[config.mk]
export PLATFORM = sky130hd
export DESIGN_NAME = calibration_table_interpolator
export DESIGN_NICKNAME = d
export VERILOG_FILES = /design/src/cti_pkg.sv /design/src/cti_front.sv /design/src/cti_queue.sv /design/src/cti_back.sv /design/src/calibration_table_interpolator.sv
export SDC_FILE = /design/constraint.sdc
export NUM_CORES = 2
export LEC_CHECK = 0
export ABC_AREA = 1
export BUFFER_PORTS_ARGS = -buffer_cell sky130_fd_sc_hd__buf_2
export CORE_MARGIN = 1.5
export CORE_UTILIZATION = 55
export CTS_BUF_LIST = sky130_fd_sc_hd__clkbuf_4
export DETAILED_ROUTE_END_ITERATION = 8
export PLACE_DENSITY = 0.7
export SYNTH_ARGS = -nofsm -noshare
export SYNTH_HDL_FRONTEND = slang
export SYNTH_SLANG_ARGS = --single-unit
export TNS_END_PERCENT = 10
[constraint.sdc]
create_clock -name i_clk -period 225.8 [get_ports i_clk]
set_clock_uncertainty 0.2 [all_clocks]
set_input_delay 45.16 -clock i_clk [delete_from_list [all_inputs] [get_ports i_clk]]
set_output_delay 45.16 -clock i_clk [all_outputs]
set_load 0.02 [all_outputs]
[src/cti_pkg.sv]
package cti_pkg;

    localparam int W_VOLT  = 9;
    localparam int W_VAL   = 24;
    localparam int W_DX    = W_VOLT + 1;       // signed voltage difference
    localparam int W_PROD  = W_VAL + W_DX;     // value times voltage difference
    localparam int W_NUM   = W_PROD + 1;       // difference of two products
    localparam int W_MAG   = W_NUM - 1;        // magnitude of the numerator
    localparam int W_ADDR  = 3;
    localparam int W_TDATA_IN = 16;

    localparam int MAX_POINTS  = 3;
    localparam int QUEUE_DEPTH = 4;

    localparam logic signed [W_VAL-1:0] VAL_MAX = 24'sh7FFFFF;

    // register indexes of the configuration port
    localparam logic [W_ADDR-1:0] REG_VOLT_A  = 3'd0;
    localparam logic [W_ADDR-1:0] REG_VALUE_A = 3'd3;
    localparam logic [W_ADDR-1:0] REG_FLOOR   = 3'd6;

    localparam logic [W_VOLT-1:0] RST_VOLT [MAX_POINTS] = '{9'd65, 9'd240, 9'd0};
    localparam logic signed [W_VAL-1:0] RST_VALUE [MAX_POINTS] =
        '{24'sd0, 24'sd20316, 24'sd0};
    localparam logic signed [W_VAL-1:0] RST_FLOOR = 24'sd0;

    typedef enum logic [1:0] {
        KIND_INTERP,
        KIND_EXACT,
        KIND_ERROR
    } t_kind;

    // one classified transaction, handed from front to back
    typedef struct packed {
        t_kind                    kind;
        logic signed [W_VAL-1:0]  w1;   // also carries the exact-match value
        logic signed [W_VAL-1:0]  w2;
        logic signed [W_DX-1:0]   dx1;  // x - v1
        logic signed [W_DX-1:0]   dx2;  // x - v2
        logic signed [W_DX-1:0]   den;  // v2 - v1
    } t_job;

endpackage

[src/cti_front.sv]
module cti_front #(
    parameter int POINTS = 3
) (
    input  logic                              i_clk,
    input  logic                              i_rst_n,
    input  logic                              i_valid,
    output logic                              o_ready,
    input  logic [cti_pkg::W_VOLT-1:0]        i_x,
    input  logic [cti_pkg::W_VOLT-1:0]        i_volt  [POINTS],
    input  logic signed [cti_pkg::W_VAL-1:0]  i_value [POINTS],
    output logic                              o_push,
    output cti_pkg::t_job                     o_job,
    input  logic                              i_full
);
    import cti_pkg::*;

    localparam int CW = $clog2(POINTS + 1);
    localparam int IW = $clog2(POINTS);

    logic               r_valid;
    logic               n_valid;
    t_job               r_job;
    t_job               n_job;
    logic               accept;

    logic [CW-1:0]      cnt;
    logic [W_VOLT-1:0]  last_volt;
    logic [IW-1:0]      n1;
    logic [IW-1:0]      n2;
    logic               found;
    logic               got;
    logic               few;
    logic [W_VOLT-1:0]  v1;
    logic [W_VOLT-1:0]  v2;

    assign o_push  = r_valid && !i_full;
    assign o_ready = !r_valid || !i_full;
    assign accept  = i_valid && o_ready;
    assign o_job   = r_job;

    // segment selection over the leading valid points
    always_comb begin
        cnt       = '0;
        last_volt = '0;
        n1        = '0;
        n2        = '0;
        found     = 1'b0;
        got       = 1'b0;
        for (int i = 0; i < POINTS; i++) begin
            if (i_volt[i] != '0) begin
                cnt = cnt + CW'(1);
            end
        end
        for (int i = 0; i < POINTS; i++) begin
            if (CW'(i) == cnt - CW'(1)) begin
                last_volt = i_volt[i];
            end
        end
        few = cnt < CW'(2);
        if (few) begin
            n1 = '0;
        end else if (i_x < i_volt[0]) begin
            n1 = IW'(1);
            n2 = '0;
        end else if (i_x > last_volt) begin
            n1 = IW'(cnt - CW'(1));
            n2 = IW'(cnt - CW'(2));
        end else begin
            for (int i = POINTS - 1; i >= 0; i--) begin
                if (CW'(i) < cnt && !found && !got) begin
                    if (i_volt[i] == i_x) begin
                        found = 1'b1;
                        n1    = IW'(i);
                    end else if (i_volt[i] < i_x) begin
                        got = 1'b1;
                        n1  = IW'(i);
                    end
                end
            end
            got = 1'b0;
            for (int i = 0; i < POINTS; i++) begin
                if (CW'(i) < cnt && !found && !got) begin
                    if (i_volt[i] == i_x) begin
                        found = 1'b1;
                        n1    = IW'(i);
                    end else if (i_volt[i] > i_x) begin
                        got = 1'b1;
                        n2  = IW'(i);
                    end
                end
            end
        end

        v1        = i_volt[n1];
        v2        = i_volt[n2];
        n_job.w1  = i_value[n1];
        n_job.w2  = i_value[n2];
        n_job.dx1 = signed'({1'b0, i_x}) - signed'({1'b0, v1});
        n_job.dx2 = signed'({1'b0, i_x}) - signed'({1'b0, v2});
        n_job.den = signed'({1'b0, v2}) - signed'({1'b0, v1});

        if (few) begin
            n_job.kind = KIND_ERROR;
        end else if (found) begin
            n_job.kind = KIND_EXACT;
        end else if (n_job.den == '0) begin
            n_job.kind = KIND_ERROR;
        end else begin
            n_job.kind = KIND_INTERP;
        end
    end

    always_comb begin
        n_valid = r_valid;
        if (accept) begin
            n_valid = 1'b1;
        end else if (o_push) begin
            n_valid = 1'b0;
        end
    end

    always_ff @(posedge i_clk) begin
        if (!i_rst_n) begin
            r_valid <= 1'b0;
        end else begin
            r_valid <= n_valid;
        end
    end

    always_ff @(posedge i_clk) begin
        if (accept) begin
            r_job <= n_job;
        end
    end

endmodule

[src/cti_queue.sv]
module cti_queue (
    input  logic          i_clk,
    input  logic          i_rst_n,
    input  logic          i_push,
    input  cti_pkg::t_job i_job,
    output logic          o_full,
    output logic          o_valid,
    input  logic          i_pop,
    output cti_pkg::t_job o_job
);
    import cti_pkg::*;

    localparam int AW = $clog2(QUEUE_DEPTH);
    localparam int NW = $clog2(QUEUE_DEPTH + 1);

    t_job            r_mem [QUEUE_DEPTH];
    logic [AW-1:0]   r_wptr;
    logic [AW-1:0]   r_rptr;
    logic [NW-1:0]   r_count;
    logic [NW-1:0]   n_count;

    assign o_full  = r_count == NW'(QUEUE_DEPTH);
    assign o_valid = r_count != '0;
    assign o_job   = r_mem[r_rptr];

    always_comb begin
        n_count = r_count;
        if (i_push && !i_pop) begin
            n_count = r_count + NW'(1);
        end else if (i_pop && !i_push) begin
            n_count = r_count - NW'(1);
        end
    end

    always_ff @(posedge i_clk) begin
        if (!i_rst_n) begin
            r_wptr  <= '0;
            r_rptr  <= '0;
            r_count <= '0;
        end else begin
            r_count <= n_count;
            if (i_push) begin
                r_wptr <= r_wptr + AW'(1);
            end
            if (i_pop) begin
                r_rptr <= r_rptr + AW'(1);
            end
        end
    end

    always_ff @(posedge i_clk) begin
        if (i_push) begin
            r_mem[r_wptr] <= i_job;
        end
    end

endmodule

[src/cti_back.sv]
module cti_back (
    input  logic                              i_clk,
    input  logic                              i_rst_n,
    input  logic                              i_q_valid,
    output logic                              o_pop,
    input  cti_pkg::t_job                     i_job,
    input  logic signed [cti_pkg::W_VAL-1:0]  i_floor,
    output logic                              o_valid,
    input  logic                              i_ready,
    output logic signed [cti_pkg::W_VAL-1:0]  o_value,
    output logic                              o_clamped,
    output logic                              o_error
);
    import cti_pkg::*;

    localparam int DIV_STEPS = W_VAL;
    localparam int W_DMAG    = W_VOLT;

    typedef struct packed {
        t_kind                     kind;
        logic signed [W_VAL-1:0]   pv;
        logic signed [W_PROD-1:0]  p1;
        logic signed [W_PROD-1:0]  p2;
        logic signed [W_DX-1:0]    den;
    } t_mul;

    typedef struct packed {
        t_kind                     kind;
        logic signed [W_VAL-1:0]   pv;
        logic signed [W_NUM-1:0]   num;
        logic signed [W_DX-1:0]    den;
    } t_sub;

    typedef struct packed {
        t_kind                     kind;
        logic signed [W_VAL-1:0]   pv;
        logic [W_MAG-1:0]          num_mag;
        logic [W_DMAG-1:0]         den_mag;
        logic                      neg;
    } t_mag;

    typedef struct packed {
        t_kind                     kind;
        logic signed [W_VAL-1:0]   pv;
        logic                      neg;
        logic                      big;   // quotient magnitude of 2^24 or more
        logic [W_DMAG-1:0]         d;
        logic [W_DMAG-1:0]         rem;
        logic [W_VAL-1:0]          qlo;   // dividend bits in, quotient bits out
    } t_div;

    function automatic t_div div_step(input t_div s);
        t_div               r;
        logic [W_DMAG:0]    t;
        logic [W_DMAG:0]    diff;
        logic               ge;
        r    = s;
        t    = {s.rem, s.qlo[W_VAL-1]};
        diff = t - {1'b0, s.d};
        ge   = t >= {1'b0, s.d};
        r.rem = ge ? diff[W_DMAG-1:0] : t[W_DMAG-1:0];
        r.qlo = {s.qlo[W_VAL-2:0], ge};
        return r;
    endfunction

    logic                       en;
    logic                       r_v_mul;
    logic                       r_v_sub;
    logic                       r_v_mag;
    logic [DIV_STEPS:0]         r_v_div;
    logic                       r_v_out;
    t_mul                       r_mul;
    t_sub                       r_sub;
    t_mag                       r_mag;
    t_div                       r_div [DIV_STEPS+1];
    t_div                       n_div0;
    t_div                       last;
    logic signed [W_VAL:0]      sres;
    logic signed [W_VAL-1:0]    n_value;
    logic                       n_clamped;
    logic                       n_error;
    logic signed [W_VAL-1:0]    r_value;
    logic                       r_clamped;
    logic                       r_error;

    // whole pipeline holds while a finished result waits
    assign en      = !r_v_out || i_ready;
    assign o_pop   = en && i_q_valid;
    assign o_valid = r_v_out;
    assign o_value = r_value;
    assign o_clamped = r_clamped;
    assign o_error   = r_error;

    always_comb begin
        n_div0.kind = r_mag.kind;
        n_div0.pv   = r_mag.pv;
        n_div0.neg  = r_mag.neg;
        n_div0.big  = r_mag.num_mag >= {1'b0, r_mag.den_mag, {W_VAL{1'b0}}};
        n_div0.d    = r_mag.den_mag;
        n_div0.rem  = r_mag.num_mag[W_MAG-2 -: W_DMAG];
        n_div0.qlo  = r_mag.num_mag[W_VAL-1:0];
    end

    always_comb begin
        last      = r_div[DIV_STEPS];
        sres      = last.neg ? -signed'({1'b0, last.qlo}) : signed'({1'b0, last.qlo});
        n_value   = i_floor;
        n_clamped = 1'b0;
        n_error   = 1'b0;
        case (last.kind)
            KIND_EXACT: begin
                n_value = last.pv;
            end
            KIND_INTERP: begin
                if (last.big) begin
                    if (last.neg) begin
                        n_clamped = 1'b1;
                    end else begin
                        n_value = VAL_MAX;
                    end
                end else if (sres > (W_VAL+1)'(VAL_MAX)) begin
                    n_value = VAL_MAX;
                end else if (sres < (W_VAL+1)'(i_floor)) begin
                    n_clamped = 1'b1;
                end else begin
                    n_value = sres[W_VAL-1:0];
                end
            end
            default: begin
                n_error = 1'b1;
            end
        endcase
    end

    always_ff @(posedge i_clk) begin
        if (!i_rst_n) begin
            r_v_mul <= 1'b0;
            r_v_sub <= 1'b0;
            r_v_mag <= 1'b0;
            r_v_div <= '0;
            r_v_out <= 1'b0;
        end else if (en) begin
            r_v_mul <= i_q_valid;
            r_v_sub <= r_v_mul;
            r_v_mag <= r_v_sub;
            r_v_div <= {r_v_div[DIV_STEPS-1:0], r_v_mag};
            r_v_out <= r_v_div[DIV_STEPS];
        end
    end

    always_ff @(posedge i_clk) begin
        if (en) begin
            r_mul.kind <= i_job.kind;
            r_mul.pv   <= i_job.w1;
            r_mul.p2   <= i_job.w2 * i_job.dx1;
            r_mul.p1   <= i_job.w1 * i_job.dx2;
            r_mul.den  <= i_job.den;

            r_sub.kind <= r_mul.kind;
            r_sub.pv   <= r_mul.pv;
            r_sub.num  <= W_NUM'(r_mul.p2) - W_NUM'(r_mul.p1);
            r_sub.den  <= r_mul.den;

            r_mag.kind    <= r_sub.kind;
            r_mag.pv      <= r_sub.pv;
            r_mag.num_mag <= r_sub.num[W_NUM-1] ? W_MAG'(-r_sub.num) : W_MAG'(r_sub.num);
            r_mag.den_mag <= r_sub.den[W_DX-1] ? W_DMAG'(-r_sub.den) : W_DMAG'(r_sub.den);
            r_mag.neg     <= r_sub.num[W_NUM-1] ^ r_sub.den[W_DX-1];

            r_div[0] <= n_div0;
            for (int k = 1; k <= DIV_STEPS; k++) begin
                r_div[k] <= div_step(r_div[k-1]);
            end

            r_value   <= n_value;
            r_clamped <= n_clamped;
            r_error   <= n_error;
        end
    end

endmodule

[src/calibration_table_interpolator.sv]
// Calibration table interpolator.
// Input stream (s_axis): one detector voltage per transaction, centivolts.
// Output stream (m_axis): one calibrated value per input, in input order,
// with a clamp flag and a table error flag on tuser.
// Configuration: i_cfg_we/i_cfg_addr/i_cfg_wdata write the table points and
// the floor; write only while no transaction is in flight.
// Stages from input acceptance to m_axis_tvalid, in order: front register,
// queue, two multiply/subtract stages, magnitude stage, range check,
// 24 restoring divider stages, final saturate/clamp stage.
// Throughput: one transaction per cycle while the receiver does not stall; the
// divider retires one quotient bit per stage, so every stage can take a new item each cycle.
// Reset (synchronous, active low): table returns to its default points, all
// pipeline and queue contents are dropped.
// Receiver stall: the back pipeline freezes as a whole, the 4-entry queue
// soaks up the front, then s_axis_tready drops.
module calibration_table_interpolator #(
    parameter int POINTS = 3
) (
    input  logic                            i_clk,
    input  logic                            i_rst_n,
    input  logic                            i_cfg_we,
    input  logic [cti_pkg::W_ADDR-1:0]      i_cfg_addr,
    input  logic [cti_pkg::W_VAL-1:0]       i_cfg_wdata,
    input  logic                            s_axis_tvalid,
    output logic                            s_axis_tready,
    input  logic [cti_pkg::W_TDATA_IN-1:0]  s_axis_tdata,   // [8:0] detector_volts
    output logic                            m_axis_tvalid,
    input  logic                            m_axis_tready,
    output logic [cti_pkg::W_VAL-1:0]       m_axis_tdata,   // [23:0] mapped_value
    output logic [1:0]                      m_axis_tuser    // [0] was_clamped, [1] table_error
);
    import cti_pkg::*;

    // configuration registers
    logic [W_VOLT-1:0]        r_volt  [POINTS];
    logic signed [W_VAL-1:0]  r_value [POINTS];
    logic signed [W_VAL-1:0]  r_floor;

    logic                     push;
    logic                     full;
    t_job                     front_job;
    logic                     q_valid;
    logic                     pop;
    t_job                     q_job;
    logic signed [W_VAL-1:0]  out_value;
    logic                     out_clamped;
    logic                     out_error;

    // point i lives at REG_VOLT_A + i and REG_VALUE_A + i, the floor at REG_FLOOR; other indexes ignored
    always_ff @(posedge i_clk) begin
        if (!i_rst_n) begin
            for (int i = 0; i < POINTS; i++) begin
                r_volt[i]  <= RST_VOLT[i];
                r_value[i] <= RST_VALUE[i];
            end
            r_floor <= RST_FLOOR;
        end else if (i_cfg_we) begin
            for (int i = 0; i < POINTS; i++) begin
                if (i_cfg_addr == REG_VOLT_A + W_ADDR'(i)) begin
                    r_volt[i] <= i_cfg_wdata[W_VOLT-1:0];
                end
                if (i_cfg_addr == REG_VALUE_A + W_ADDR'(i)) begin
                    r_value[i] <= signed'(i_cfg_wdata);
                end
            end
            if (i_cfg_addr == REG_FLOOR) begin
                r_floor <= signed'(i_cfg_wdata);
            end
        end
    end

    // front: segment choice and operand setup
    cti_front #(
        .POINTS (POINTS)
    ) u_front (
        .i_clk   (i_clk),
        .i_rst_n (i_rst_n),
        .i_valid (s_axis_tvalid),
        .o_ready (s_axis_tready),
        .i_x     (s_axis_tdata[W_VOLT-1:0]),
        .i_volt  (r_volt),
        .i_value (r_value),
        .o_push  (push),
        .o_job   (front_job),
        .i_full  (full)
    );

    cti_queue u_queue (
        .i_clk   (i_clk),
        .i_rst_n (i_rst_n),
        .i_push  (push),
        .i_job   (front_job),
        .o_full  (full),
        .o_valid (q_valid),
        .i_pop   (pop),
        .o_job   (q_job)
    );

    // back: multiply, divide, saturate and floor
    cti_back u_back (
        .i_clk     (i_clk),
        .i_rst_n   (i_rst_n),
        .i_q_valid (q_valid),
        .o_pop     (pop),
        .i_job     (q_job),
        .i_floor   (r_floor),
        .o_valid   (m_axis_tvalid),
        .i_ready   (m_axis_tready),
        .o_value   (out_value),
        .o_clamped (out_clamped),
        .o_error   (out_error)
    );

    assign m_axis_tdata = out_value;
    assign m_axis_tuser = {out_error, out_clamped};

endmodule

==> run_results.csv <==
group,metric,value,unit
outcome,run_status,"finished, final reports clean",
layout,fraction_of_layout_cells_with_a_size_suffix_above_1,0.1294,
drt,firstDrtPassIters,5,
grt,aggregate_global_route_resource_usage,0.2267,
floorplan,die-height,459.7,µm
placed_design,port_buffers,68,
grt,antenna_found_initial,13,
yosys,most_common_library_cells_after_synthesis,"2403 x edfxtp_1, 1042 x nand2_1, 1011 x inv_1",
yosys,netlist-cell-type-count,65,
drt,drt-initial-drc-count,4929,
clock_network,insertion_delay,1.41,ns
drt,dr_total_vias,66820,
grt,grt_max_degree,214,
floorplan,start_util,0.5539,
sta,finalSetupViolations,0,
floorplan,die-area,0.2113,mm²
sta,setup_total_negative_slack,0,ns
floorplan,top_level_ports,76,
placed_design,dp.final_hpwl,161.7,mm
min_path,whs_path_depth,0,
yosys,async_reset_ff_frac,0,
clock_network,cts_tree,"yes",
worst_setup_path,crit_type,"in2reg",
yosys,synth-seq-area-share,0.6574,
clock_network,cts.clk_slew.worst_paths,0.06,ns
layout,nets,10190,
sta,grt_setup_unrepaired,"no",
drt,wl_met2,119.7,mm
layout,flow.area_growth_from_synthesis,10.39,%
grt,grt_pass1_wl,369.5,mm
yosys,synth.most_common_cell,"edfxtp_1",
yosys,netlist_area,0.1147,mm²
min_path,worstHoldPathType,"reg2reg",
yosys,netlist.top_cell.by_area,"edfxtp_1",
sta,final.period_utilization,0.2245,
grt,grt.overflow.total,0,
layout,fin_util,0.6114,
worst_setup_path,ff2ff_path_depth,27,
floorplan,die_x,459.7,µm
placed_design,gpl.final_weighted_congestion,0.8799,
yosys,netlist.area_leader.share,0.6291,
sta,fin_crit,50.70,ns
clock_network,htree_num_levels,6,
worst_setup_path,timing.critical_path.from_type,"input port",
worst_setup_path,path_max_fanout,185,
yosys,synth-seq-cells,2565,
yosys,synthesis.instances,8610,
yosys,yosys_warnings,0,
yosys,postSynthAreaPerCell,13.32,µm²
sta,maxSlewViolCount,0,
drt,drt-vias-per-instance,5.364,
clock_network,count_of_clock_tree_sinks,2565,
placed_design,placed_cells,11360,
yosys,synth-edff-count,2403,
drt,met3_wirelength,13.46,mm
layout,stdcell_count,12460,
drt,route.antenna.remaining_nets,0,
sta,fmax,19.72,MHz
floorplan,core_area,0.2071,mm²
floorplan,row_count,167,
run,cap_violations,0,
yosys,synth_flop_cell,"edfxtp_1",
sta,final-hold-violation-count,0,
worst_setup_path,setup.worst_path.end_class,"flip-flop",
yosys,synth_top_cells_by_area,"edfxtp_1 63%, fa_1 7.5%, ha_1 5.5%, nand2_1 3.4%, inv_1 3.3%",
sta,slew_hr,0.1014,
drt,drt_drc_violations_left,0,
clock_network,postCtsResizedCells,0,
clock_network,cts_made_buffers,639,
worst_setup_path,cp.arrival,51.39,ns
clock_network,cts_setup_buffers,0,
grt,vias_in_the_first_global_route,67950,
sta,actual_transition_at_the_worst_max_transition_pin,1.348,ns
clock_network,cts-root-to-sink-buffers,4,
drt,wirelength,236.7,mm
drt,wl_per_cell,19.00,µm
clock_network,cts_hold_buffers,0,
drt,wl_met1,95.18,mm
drt,highest-signal-layer,"met5",
worst_setup_path,required,226.49,ns
yosys,synth.net_count,9595,
clock_network,cts.root.buffer_cell,"clkbuf_4",
==> sequential cells by signal (all words and copies together), names as in the netlist, 3 cells and up, named ones only <==
name             cells
u_back.r_div      1732
u_back.o_value      24
u_front.o_job       80
u_queue.r_mem      320
u_queue.r_count      3
u_back.r_mul       104
r_floor             24
u_back.r_sub        71
u_back.n_div0       69
r_volt              27
r_value             72
u_back.r_v_div      25
==> final cells by class <==
cell class,count,area [µm²]
multi-input combinational,4793,34610
fill,15740,80460
tap,2788,3488
inverter,1028,3871
antenna,13,32.53
sequential,2565,75410
timing repair buffer,181,1229
clock buffer,924,6937
clock inverter,166,1037
==> cells in the final DEF (no fill, tap or decap), drive strengths merged, types with 162 or more instances in the layout <==
| cell | synthesis | layout |
|---|---|---|
| a21oi | 651 | 651 |
| buf | 20 | 181 |
| clkbuf | 204 | 924 |
| dfxtp | 162 | 162 |
| edfxtp | 2403 | 2403 |
| fa | 432 | 432 |
| ha | 505 | 505 |
| inv | 1023 | 1034 |
| nand2 | 1062 | 1062 |
| nor2 | 732 | 732 |
| o21ai | 397 | 397 |
| xor2 | 171 | 171 |
==> through the flow <==
step,hold WS [ns],setup slack (ns),cell area [µm²]
4_1_cts,0.1341,175.15,126600
5_1_grt,0.1369,174.54,126600
3_3_place_gp,0.2003,173.78,118600
6_report,0.1446,175.10,126600
2_1_floorplan,0.2003,123.30,114700
3_5_place_dp,0.2045,173.66,118600
==> critical path, cell delays in order <==
cell	delay (ns)
buf_2	0.08
nor2_2	0.03
buf_4	0.22
inv_8	0.57
buf_4	0.77
buf_12	0.70
buf_12	0.67
buf_4	0.82
buf_4	0.96
buf_4	0.89
==> cell families (layout without fill, tap and decap cells) <==
kind of cell,Yosys count,count (layout),share of synthesized area
AO/OA/AOI/OAI,1409,1409,0.07037
buffers and inverters,1252,2299,0.04122
other,0,13,0
XOR/XNOR,320,320,0.02450
AND/OR/NAND/NOR,2122,2122,0.07550
adder cells (fa/ha/maj),937,937,0.1305
multiplexers,5,5,0.0004909
flip-flops,2565,2565,0.6574
==> metal layers <==
layer,vias to the layer above,GRT usage
met3,500,0.04418
met1,32640,0.2832
met4,16,0.09542
met5,-,0
li1,31690,-
met2,1983,0.3865
==> worst paths after layout <==
kind                                              to  slack [ns]           startpoint
worst min register to register  u_back.r_div[0][138]        0.14  u_back.r_div[0][68]
worst max-delay path               u_back.n_div0[59]      175.10        m_axis_tready
worst max register to register      u_back.r_mul[75]      215.77            flip-flop
worst min-delay path            u_back.r_div[0][138]        0.14  u_back.r_div[0][68]
Power is left out: the tool's default activity adds up to more than one toggle a clock period on the data nets, which glitch-free logic cannot reach.
